[config.mk]
export PLATFORM = sky130hd
export DESIGN_NAME = srm_post
export DESIGN_NICKNAME = d
export VERILOG_FILES = /design/src/design/srm_pkg.sv /design/src/design/srm_post.sv
export SDC_FILE = /design/constraint.sdc
export NUM_CORES = 1
export LEC_CHECK = 0
export ABC_AREA = 1
export BUFFER_PORTS_ARGS = -buffer_cell sky130_fd_sc_hd__buf_4
export CAP_MARGIN = 5
export CORE_MARGIN = 3
export CORE_UTILIZATION = 50
export CTS_BUF_LIST = sky130_fd_sc_hd__clkbuf_4 sky130_fd_sc_hd__clkbuf_8
export DETAILED_ROUTE_END_ITERATION = 10
export GPL_TIMING_DRIVEN = 0
export PLACE_DENSITY = 0.82
export SETUP_SLACK_MARGIN = 0.02
export SYNTH_ARGS = -nofsm -noshare
export SYNTH_HDL_FRONTEND = slang
export SYNTH_SLANG_ARGS = --single-unit
[constraint.sdc]
create_clock -name clk_i -period 3.8 [get_ports clk_i]
set_input_delay 0.95 -clock clk_i [delete_from_list [all_inputs] [get_ports clk_i]]
set_output_delay 0.95 -clock clk_i [all_outputs]
set_load 0.02 [all_outputs]
[src/design/srm_pkg.sv]
`timescale 1ns / 1ps
// ----------------------------------------------------------------------------
// srm_pkg
// Types, constants and the arctangent table of the stage rotation datapath.
// ----------------------------------------------------------------------------
package srm_pkg;

  localparam int XW      = 36;   // cordic x / y width
  localparam int ZW      = 33;   // cordic residual angle width
  localparam int DW      = XW + 1;
  localparam int FRAC    = 16;
  localparam int MW      = 19;   // move field width
  localparam int ITERS   = 28;

  localparam logic signed [XW-1:0] START      = 36'sd3658288128;
  localparam logic [31:0]          OFFSET_135 = 32'h6000_0000;
  localparam logic [MW-2:0]        MOVE_LIMIT = 18'd183848;

  typedef struct packed {
    logic                 neg;
    logic signed [XW-1:0] x;
    logic signed [XW-1:0] y;
    logic signed [ZW-1:0] z;
  } cord_t;

  // two cosines run side by side: a is the new angle, b the old one
  typedef struct packed {
    cord_t a;
    cord_t b;
  } pair_t;

  function automatic logic [31:0] atan_entry(int i);
    logic [31:0] v;
    case (i)
      0:       v = 32'h2000_0000;
      1:       v = 32'h12E4_051E;
      2:       v = 32'h09FB_385B;
      3:       v = 32'h0511_11D4;
      4:       v = 32'h028B_0D43;
      5:       v = 32'h0145_D7E1;
      6:       v = 32'h00A2_F61E;
      7:       v = 32'h0051_7C55;
      8:       v = 32'h0028_BE53;
      9:       v = 32'h0014_5F2F;
      10:      v = 32'h000A_2F98;
      11:      v = 32'h0005_17CC;
      12:      v = 32'h0002_8BE6;
      13:      v = 32'h0001_45F3;
      14:      v = 32'h0000_A2FA;
      15:      v = 32'h0000_517D;
      16:      v = 32'h0000_28BE;
      17:      v = 32'h0000_145F;
      18:      v = 32'h0000_0A30;
      19:      v = 32'h0000_0518;
      20:      v = 32'h0000_028C;
      21:      v = 32'h0000_0146;
      22:      v = 32'h0000_00A3;
      23:      v = 32'h0000_0051;
      24:      v = 32'h0000_0029;
      25:      v = 32'h0000_0014;
      26:      v = 32'h0000_000A;
      27:      v = 32'h0000_0005;
      default: v = 32'h0000_0000;
    endcase
    return v;
  endfunction

  // fold a binary angle into [-90deg, +90deg), remember to negate the cosine
  function automatic cord_t fold(logic [31:0] ang);
    logic        neg;
    logic [31:0] a;
    cord_t       c;
    neg   = ang[31] ^ ang[30];
    a     = neg ? {~ang[31], ang[30:0]} : ang;
    c.neg = neg;
    c.x   = START;
    c.y   = '0;
    c.z   = {a[31], a};
    return c;
  endfunction

endpackage

[src/design/srm_post.sv]
`timescale 1ns / 1ps
// ----------------------------------------------------------------------------
// srm_post
// Cosine difference, truncation toward zero and saturation of the move.
// ----------------------------------------------------------------------------
module srm_post (
  input  logic                          clk_i,
  input  logic                          rst_ni,
  input  logic                          valid_i,
  input  srm_pkg::pair_t                data_i,
  output logic                          valid_o,
  output logic signed [srm_pkg::MW-1:0] move_o
);
  import srm_pkg::*;

  localparam int MagW = DW - FRAC;

  logic                 v1_q, v2_q;
  logic signed [XW-1:0] cos_a, cos_b;
  logic signed [DW-1:0] diff_d, diff_q, abs_d;
  logic [MagW-1:0]      mag_q;
  logic                 sign_q;
  logic [MW-2:0]        clamped;

  always_comb begin
    cos_a  = data_i.a.neg ? -data_i.a.x : data_i.a.x;
    cos_b  = data_i.b.neg ? -data_i.b.x : data_i.b.x;
    diff_d = {cos_a[XW-1], cos_a} - {cos_b[XW-1], cos_b};
    abs_d  = diff_q[DW-1] ? -diff_q : diff_q;
  end

  always_ff @(posedge clk_i or negedge rst_ni) begin
    if (!rst_ni) begin
      v1_q <= 1'b0;
      v2_q <= 1'b0;
    end else begin
      v1_q <= valid_i;
      v2_q <= v1_q;
    end
  end

  always_ff @(posedge clk_i) begin
    if (valid_i) begin
      diff_q <= diff_d;
    end
    if (v1_q) begin
      mag_q  <= abs_d[DW-1:FRAC];
      sign_q <= diff_q[DW-1];
    end
  end

  always_comb begin
    clamped = (mag_q > MagW'(MOVE_LIMIT)) ? MOVE_LIMIT : mag_q[MW-2:0];
    move_o  = sign_q ? -$signed({1'b0, clamped}) : $signed({1'b0, clamped});
  end

  assign valid_o = v2_q;

endmodule

==> results_dict.tcl, run 1 <==
set metrics [dict create \
    status "finished clean" \
    crit_fanout 5 \
    start_util 0.5168 \
    wl_per_cell_um 14.32 \
    fin_ws_ps 61.27 \
    syn_nets 1311 \
    hold_buffers 0 \
    drt_iter0_drc 608 \
    synth.distinct_cells 50 \
    grt_pass1_vias 6761 \
    arrival_ps 3820 \
    placed_area_um2 8195 \
    clkTransAtPathRegs_ps 60 \
    fin_area_um2 9119 \
    ys_warn_count 0 \
    max_freq_mhz 267.5 \
    preCtsSetupSlack_ps -557.9 \
    rsz0062_at_grt "true" \
    gp_congestion 0.9616 \
    power.density_nw_per_um2 378.3 \
    grt_usage 0.2220 \
    cts_buffers 9 \
    drtPass1Iterations 6 \
    ys_seq_area_frac 0.2510 \
    area_growth_pct 25.66 \
    synth_cells 1056 \
    antenna_found_initial 0 \
    worstMarginPinSlew_ps 805.4 \
    grt-ovfl-total 0 \
    insertion_delay_ps 330 \
    critPathKind "input port to register" \
    core_um2 14040 \
    route.detailed.drc 0 \
    hold_path.class "input port to async pin" \
    skew_ps 7.746 \
    antenna_left 0 \
    die_area_um2 16000 \
    fin_util 0.6494 \
    stdcell_count 1385 \
    antennaDiodeCount 0 \
    fp.dieH_um 126.5 \
    synth-async-reset-ratio 0.03279 \
    start_kind "input port" \
    port_buffers 95 \
    synth_flop_cell "edfxtp_1" \
    fin_nets 1455 \
    power.leakage_nw 4.054 \
    grt_first_pass_wirelength_mm 29.84 \
    fin_crit_sh 0.9839 \
    dieWidth_um 126.5 \
    num_vias 7698 \
    max_cap_viol_count 0 \
    cts_max_level 3 \
    cts_buffer_depth 2 \
    synth_seq_cells 61 \
    power_mw 3.449 \
    rows 43 \
    dp_hpwl_mm 15.23 \
    drive_gt1_frac 0.2448 \
    grt_max_degree 39 \
    period_needed_ps 3739 \
    clock-root-buffer "clkbuf_8" \
    irDropWorstVdd_mv 0.2014 \
    placed_cells_incl_taps 1331 \
    end_kind "register" \
    worstPathRequired_ps 3880 \
    hold_violations 0 \
    syn_area_um2 7257 \
    avgViaCountPerCell 5.558 \
    avgSynthCellArea_um2 6.872 \
    pin_count 235 \
    tns_ps 0 \
    setup_viol 0 \
    totalWireLength_mm 19.84 \
    slew_viol_final 0 \
    synth_edf_count 59 \
    relSlewSlack 0.4631 \
    holdWs_ps 388.1 \
    cts_sinks 61 \
    cts_tree "built" \
]
==> cell families (layout without fill, tap and decap cells) <==
family / count (synthesis) / in the layout / synth area share
simple gates: 529 / 529 / 0.3300
buf+inv: 156 / 305 / 0.08327
compound gates: 149 / 149 / 0.1176
xor+xnor: 121 / 121 / 0.1481
flops: 61 / 61 / 0.2510
fa+ha+maj: 40 / 40 / 0.07000
==> worst max-delay path, cell delays in order <==
cell,delay (ps)
buf_4,130
nor2_4,140
nand4_4,100
nor4_4,390
nand3_2,220
nor2_4,170
nand3_1,90
nand2_1,90
xor2_1,180
ha_1,330
a21oi_2,230
buf_4,140
o21ai_2,60
a21oi_2,210
o2111ai_2,190
xor2_1,200
==> cells in the final DEF, fill, tap and decap left out, drive strengths merged, types with 14 or more instances in the layout <==
master  netlist  final
nand2       229    229
nor2        164    164
inv         143    142
buf           6    139
xor2         85     85
nand3        65     65
edfxtp       59     59
o21ai        56     56
a21oi        53     53
ha           39     39
xnor2        36     36
nand4        23     23
nor3         23     23
clkbuf        7     20
nor4         14     14
==> flip-flops by register name (all words and copies together), names as in the netlist <==
register,flops
diff_q,37
mag_q,21
sign_q,1
v1_q,1
valid_o,1
==> report_power, final <==
part | switching (mW) | leakage (nW) | internal [mW] | total (mW)
clock | 0.216 | 0.0902 | 0.260 | 0.476
combinational | 1.12 | 3.36 | 0.733 | 1.85
sequential | 0.119 | 0.600 | 1.00 | 1.12
==> area by class of cell <==
class                   count  area, um2
clock inverters             3      12.51
plain buffers              13      75.07
flip-flops and latches     61       1822
clock buffers              13      153.9
multi-input cells         839       5245
well taps                 180      225.2
fillers                  1186       4923
inverters                 143      553.0
repair buffers            133       1032
==> per-layer routing <==
metal  global-route usage  part of all wire  up-vias
met4               0.1009             0.032        0
met2               0.3885              0.49      393
li1                     -                 -     3787
met3              0.02526             0.069       58
met5                    0                 0        -
met1               0.2738              0.40     3460
==> cell usage after synthesis (5+ instances only) <==
library cell	instances	area, um2
nor2_4	6	67.56
a31oi_1	10	62.56
inv_1	139	521.8
nor2_1	152	570.6
a21o_1	6	45.04
nand2_2	10	62.56
ha_1	39	488.0
o21a_1	5	37.54
or2_2	5	31.28
edfxtp_1	59	1772
nor2_2	6	37.54
a21oi_1	52	260.3
o31ai_1	5	37.54
nor4_1	13	81.33
nor3_1	21	105.1
xor2_1	83	727.0
nand4_1	22	137.6
nand2_1	218	818.3
xnor2_1	36	315.3
nand3_2	5	50.05
nand3_1	58	290.3
clkbuf_1	7	26.28
o21ai_0	50	250.2
==> path summary, 6_finish.rpt <==
kind                            start          to  slack (ps)  cells past startpoint
max                        data_i[72]  diff_q[34]          60                     16
min                            rst_ni     valid_o         390                      1
max reg2reg                 diff_q[2]   mag_q[16]        1620                      8
min reg2reg                diff_q[36]      sign_q         570                      0
max in group asynchronous      rst_ni        v1_q        3320                      1
min in group clk_i         diff_q[36]      sign_q         570                      0
==> repair_timing <==
| item | in CTS | in global routing |
|---|---|---|
| buffers inserted | 5 | 33 |
| pin swaps | 6 | 55 |
| endpoints found under the setup margin | 14 | 28 |
| resized for setup | 18 | 131 |
Note: power is estimated with default switching activity, not from simulation.
==> inputs of run 2 (changes only) <==
--- a/config.mk
+++ b/config.mk
@@ -10,7 +10,6 @@
 export CAP_MARGIN = 5
 export CORE_MARGIN = 3
 export CORE_UTILIZATION = 50
-export CTS_BUF_LIST = sky130_fd_sc_hd__clkbuf_4 sky130_fd_sc_hd__clkbuf_8
 export DETAILED_ROUTE_END_ITERATION = 10
 export GPL_TIMING_DRIVEN = 0
 export PLACE_DENSITY = 0.82
==> run 2 against run 1 <==
Final area rose by 1.3%. Die area stayed put. Flip-flop and latch count unchanged. Combinational power hardly changed. Via count is 0.16% higher. Critical path type unchanged. Critical endpoint unchanged. Largest cell class unchanged. Highest routed layer unchanged.
==> results_dict.tcl, run 2 (synthesis results as in run 1) <==
set metrics [dict create \
    clock-root-buffer "clkbuf_16" \
    arrival_ps 3840 \
    period_needed_ps 3776 \
    die_area_um2 16000 \
    start_kind "input port" \
    critPathBufInv 3 \
    drtPass1Iterations 5 \
    hold_buffers 0 \
    hold_violations 0 \
    area_growth_pct 27.33 \
    num_vias 7710 \
    cts_sinks 61 \
    max_flop_register "diff_q" \
    rows 43 \
    relSlewSlack 0.4641 \
    grt_pass1_vias 6747 \
    reg_top3 "diff_q x37, mag_q x21" \
    port_buffers 95 \
    multi_input_area_um2 5259 \
    worstPathRequired_ps 3860 \
    hold_path.class "input port to async pin" \
    crit_path_max_incr_delay_ps 360 \
    antennaDiodeCount 0 \
    power.leakage_nw 4.109 \
    drive_gt1_frac 0.2483 \
    worstMarginPinSlew_ps 803.8 \
    dp_hpwl_mm 15.23 \
    cts_tree "built" \
    antenna_left 0 \
    cpLargestDelayFamily "simple AND/OR/NAND/NOR gates" \
    grt-ovfl-total 0 \
    stdcell_count 1388 \
    placed_area_um2 8195 \
    fp.dieH_um 126.5 \
    skew_ps 5.916 \
    route.detailed.drc 0 \
    fin_nets 1458 \
    totalWireLength_mm 19.89 \
    critPathKind "input port to register" \
    placed_cells_incl_taps 1331 \
    irDropWorstVdd_mv 0.2816 \
    cts_buffer_depth 2 \
    end_kind "register" \
    largest_register_ff_count 37 \
    core_um2 14040 \
    grt_usage 0.2233 \
    setup_viol 0 \
    slowest_stage "ha_1" \
    max_cap_viol_count 0 \
    insertion_delay_ps 320 \
    power.density_nw_per_um2 395.5 \
    slew_viol_final 0 \
    power_mw 3.655 \
    antenna_found_initial 0 \
    dieWidth_um 126.5 \
    clkTransAtPathRegs_ps 50 \
    seqCellArea_um2 1822 \
    avgViaCountPerCell 5.555 \
    pin_count 235 \
    wl_per_cell_um 14.33 \
    grt_first_pass_wirelength_mm 30.01 \
    crit_fanout 6 \
    gp_congestion 0.9616 \
    status "finished clean" \
    cts_max_level 3 \
    drt_iter0_drc 615 \
    cts_buffers 9 \
    grt_max_degree 39 \
    fin_util 0.6580 \
    max_freq_mhz 264.8 \
    start_util 0.5168 \
    final_common_cell "nand2_1" \
    fin_crit_sh 0.9938 \
    path_cells "buf_8 > inv_6 > nand3_4 > nor3_4 > nand3_2 > nor2_4 > nand2_4 > nor2_4 > nand3_2 > nand2_4 > nand2_2 > xor2_1 > ha_1 > a21oi_2 > buf_4 > o21ai_1 > a21oi_2 > o2111ai_2 > xor2_1" \
    layout_common_cells "198 x nand2_1, 133 x nor2_1, 128 x buf_4, 127 x inv_1, 83 x xor2_1" \
    fill_cells 1135 \
    rsz0062_at_grt "true" \
    fin_area_um2 9240 \
]
[run 2: cell count changes in the layout (fill, tap and decap cells not counted), moves of 3 or more]
cell       change
nand2_1        -6
inv_2          +3
inv_1          -3
nor2_2         -4
nand2_2        +6
clkbuf_8       -9
buf_4          +3
clkbuf_1       +3
clkbuf_16      +9
clkbuf_4       -4
nor2_1         +5
[run 2: timing repair]
action | CTS | global route
gates resized for setup | 19 | 137
cloned | 0 | 0
pin swaps | 6 | 52
buffers inserted | 5 | 36
setup endpoints to repair | 15 | 28
[run 2: area by class of cell]
cell class / instances / share of cell area
clock buffers: 13 / 0.02600
multi-input cells: 839 / 0.5691
clock inverters: 3 / 0.001354
well taps: 180 / 0.02437
flip-flops and latches: 61 / 0.1972
inverters: 143 / 0.05958
plain buffers: 13 / 0.008260
repair buffers: 136 / 0.1142
[run 2: worst register-to-register path, cell delays in order (launching register included)]
cell and delay [ps]:
edfxtp_1 350, nor4_1 470, nand4_1 230, inv_1 170, nand2_1 130, nor2_2 220
nand4_1 180, nand3_1 120, nand2_1 50
[run 2: power breakdown]
| group | internal (mW) | leakage (nW) | switching [mW] |
|---|---|---|---|
| clock network | 0.434 | 0.123 | 0.247 |
| logic | 0.734 | 3.39 | 1.11 |
| registers | 1.01 | 0.600 | 0.119 |
| total | 2.17 | 4.11 | 1.48 |
[run 2: path summary, 6_finish.rpt]
path,slack (ps),startpoint,to,cells past startpoint
min in group clk_i,570,diff_q[36],sign_q,0
setup reg to reg,1630,diff_q[2],mag_q[16],8
hold reg to reg,570,diff_q[36],sign_q,0
hold / removal,400,rst_ni,valid_o,1
max in group asynchronous,3310,rst_ni,v1_q,1
setup / recovery,20,data_i[175],diff_q[34],19
[run 2: metal layers]
layer | vias up | track usage | wire length (um)
met2 | 351 | 0.3920 | 9771
met5 | - | 0 | 0
met4 | 0 | 0.09085 | 746
met1 | 3505 | 0.2772 | 8095
met3 | 67 | 0.02821 | 1274
li1 | 3787 | - | -
[run 2: through the flow]
step           TNS [ps]  hold WS (ps)  setup slack, ps
6_report              0         401.5            23.54
5_1_grt           -1109         390.0           -132.1
4_1_cts               0         383.7            7.409
3_5_place_dp      -5604         551.6           -557.9
3_3_place_gp      -4806         542.1           -525.5
2_1_floorplan         0         491.8            116.6
==> inputs of run 3 (changes only) <==
--- a/config.mk
+++ b/config.mk
@@ -8,6 +8,7 @@
 export ABC_AREA = 1
 export BUFFER_PORTS_ARGS = -buffer_cell sky130_fd_sc_hd__buf_4
 export CAP_MARGIN = 5
+export CORE_ASPECT_RATIO = 2
 export CORE_MARGIN = 3
 export CORE_UTILIZATION = 50
 export DETAILED_ROUTE_END_ITERATION = 10
==> run 3 against run 2 <==
Flip-flop and latch count unchanged. Total power increased by 5.4%. Setup slack got worse by 21 ps. Critical path depth up 3. Global-route usage rose by 3.7 points. Final cell count up 0.43%. Core utilization grew 1.2 points. First-iteration DRC count is 47% lower. Count of clock-buffer cells in the layout decreased by 4. Wire length is 9.9% higher. Register-to-register slack lost 120 ps. Maximum frequency decreased by 0.54%. Critical path type unchanged.
==> results_dict.tcl, run 3 (synthesis results as in run 1) <==
set metrics [dict create \
    crit_fanout 7 \
    clock-root-buffer "clkbuf_16" \
    crit_path_max_incr_delay_ps 380 \
    port_buffers 95 \
    hold_path.class "input port to async pin" \
    drive_gt1_frac 0.2564 \
    grt_pass1_vias 7643 \
    pin_count 235 \
    critPathBufInv 3 \
    critPathKind "input port to register" \
    fin_util 0.6699 \
    clkTransAtPathRegs_ps 50 \
    cts_sinks 61 \
    layout_common_cells "200 x nand2_1, 130 x inv_1, 129 x buf_4, 128 x nor2_1, 82 x xor2_1" \
    fin_crit_sh 0.9992 \
    worstPathRequired_ps 3870 \
    period_needed_ps 3797 \
    largest_register_ff_count 37 \
    core_um2 14040 \
    antenna_found_initial 0 \
    grt_max_degree 39 \
    antenna_left 0 \
    cts_buffer_depth 2 \
    dieWidth_um 91.19 \
    stdcell_count 1394 \
    final_common_cell "nand2_1" \
    relSlewSlack 0.4295 \
    start_kind "input port" \
    skew_ps 4.735 \
    reg_top3 "diff_q x37, mag_q x21" \
    power.density_nw_per_um2 409.3 \
    rows 61 \
    worstMarginPinSlew_ps 855.8 \
    end_kind "register" \
    cts_max_level 3 \
    hold_buffers 0 \
    drtPass1Iterations 5 \
    hold_violations 0 \
    p_sw_frac 0.3996 \
    start_util 0.5167 \
    slew_viol_final 0 \
    grt_first_pass_wirelength_mm 33.35 \
    fp.dieH_um 176.4 \
    grt_usage 0.2606 \
    grt-ovfl-total 0 \
    rsz0062_at_grt "true" \
    sequentialPowerShare 0.291 \
    num_vias 7753 \
    dp_hpwl_mm 17.38 \
    clockPowerShare 0.225 \
    max_flop_register "diff_q" \
    wl_per_cell_um 15.69 \
    cpLargestDelayFamily "simple AND/OR/NAND/NOR gates" \
    route.detailed.drc 0 \
    arrival_ps 3870 \
    path_cells "buf_6 > inv_6 > nand3_4 > nor3_4 > nand3_2 > nor2_4 > nand2_4 > nor2_4 > nand3_2 > nand2_4 > nand2_2 > xor2_1 > ha_1 > a21oi_2 > inv_1 > nor2_2 > o21ai_2 > nand3_1 > nand2_1 > nor3_2 > nand2_1 > xor2_1" \
    die_area_um2 16080 \
    insertion_delay_ps 330 \
    setup_viol 0 \
    placed_cells_incl_taps 1340 \
    area_growth_pct 29.64 \
    slowest_stage "ha_1" \
    cts_buffers 9 \
    max_freq_mhz 263.4 \
    intPower_mw 2.312 \
    fin_nets 1455 \
    avgViaCountPerCell 5.562 \
    gp_congestion 0.9519 \
    switchingPower_mw 1.539 \
    p_comb_frac 0.485 \
    totalWireLength_mm 21.87 \
    power.leakage_nw 4.148 \
    power_mw 3.850 \
    max_cap_viol_count 0 \
    irDropWorstVdd_mv 0.1968 \
    status "finished clean" \
    cts_tree "built" \
    drt_iter0_drc 326 \
    antennaDiodeCount 0 \
]
==> run 3: per-layer routing <==
metal / track usage / vias to the layer above / wire length [um]
met5: 0 / - / 0
met4: 0.2078 / 0 / 2038
met3: 0.02047 / 142 / 819
met2: 0.5383 / 334 / 12200
met1: 0.2134 / 3489 / 6802
li1: - / 3788 / -
==> run 3: repair_timing <==
action | in CTS | in global routing
pin swaps | 23 | 54
gates resized for setup | 51 | 123
endpoints found under the setup margin | 24 | 28
endpoints found under the hold margin | 0 | 0
setup buffers | 13 | 26
==> run 3: metrics by stage <==
stage | setup TNS [ps] | setup slack [ps] | cell area (um2) | hold slack (ps)
after floorplan | 0 | 116.6 | 7257 | 491.8
after global placement | -7842 | -684.2 | 8207 | 556.7
after detailed placement | -8803 | -756.8 | 8207 | 550.0
after CTS | 0 | 2.519 | 8795 | 386.5
after global routing | -470.4 | -105.1 | 9408 | 379.6
final | 0 | 2.895 | 9408 | 392.7
==> run 3: worst paths after layout <==
path / from / to / slack [ps] / depth (start not counted)
min in group clk_i: diff_q[36] / sign_q / 550 / 0
hold / removal: rst_ni / v1_q / 390 / 1
setup / recovery: data_i[176] / diff_q[36] / 3 / 22
hold reg to reg: diff_q[36] / sign_q / 550 / 0
max in group asynchronous: rst_ni / valid_o / 3320 / 1
setup reg to reg: diff_q[2] / mag_q[16] / 1510 / 8
==> run 3: layout make-up <==
cell class	instances	area, um2
Fill cell	1215	4636
Multi-Input combinational cell	839	5371
Clock buffer	9	225.2
Tap cell	189	236.5
Clock inverter	7	98.84
Buffer	12	67.56
Timing Repair Buffer	134	1028
Sequential cell	61	1822
Inverter	143	558.0
==> run 3: power groups by stage <==
| stage | clock network [mW] | logic (mW) | registers [mW] |
|---|---|---|---|
| final | 0.865 | 1.87 | 1.12 |
| after global routing | 0.908 | 2.04 | 1.14 |
| after floorplan | 0 | 1.12 | 1.10 |
| after CTS | 0.868 | 1.67 | 1.11 |
| after detailed placement | 0 | 1.58 | 1.13 |
| after global placement | 0 | 1.55 | 1.12 |
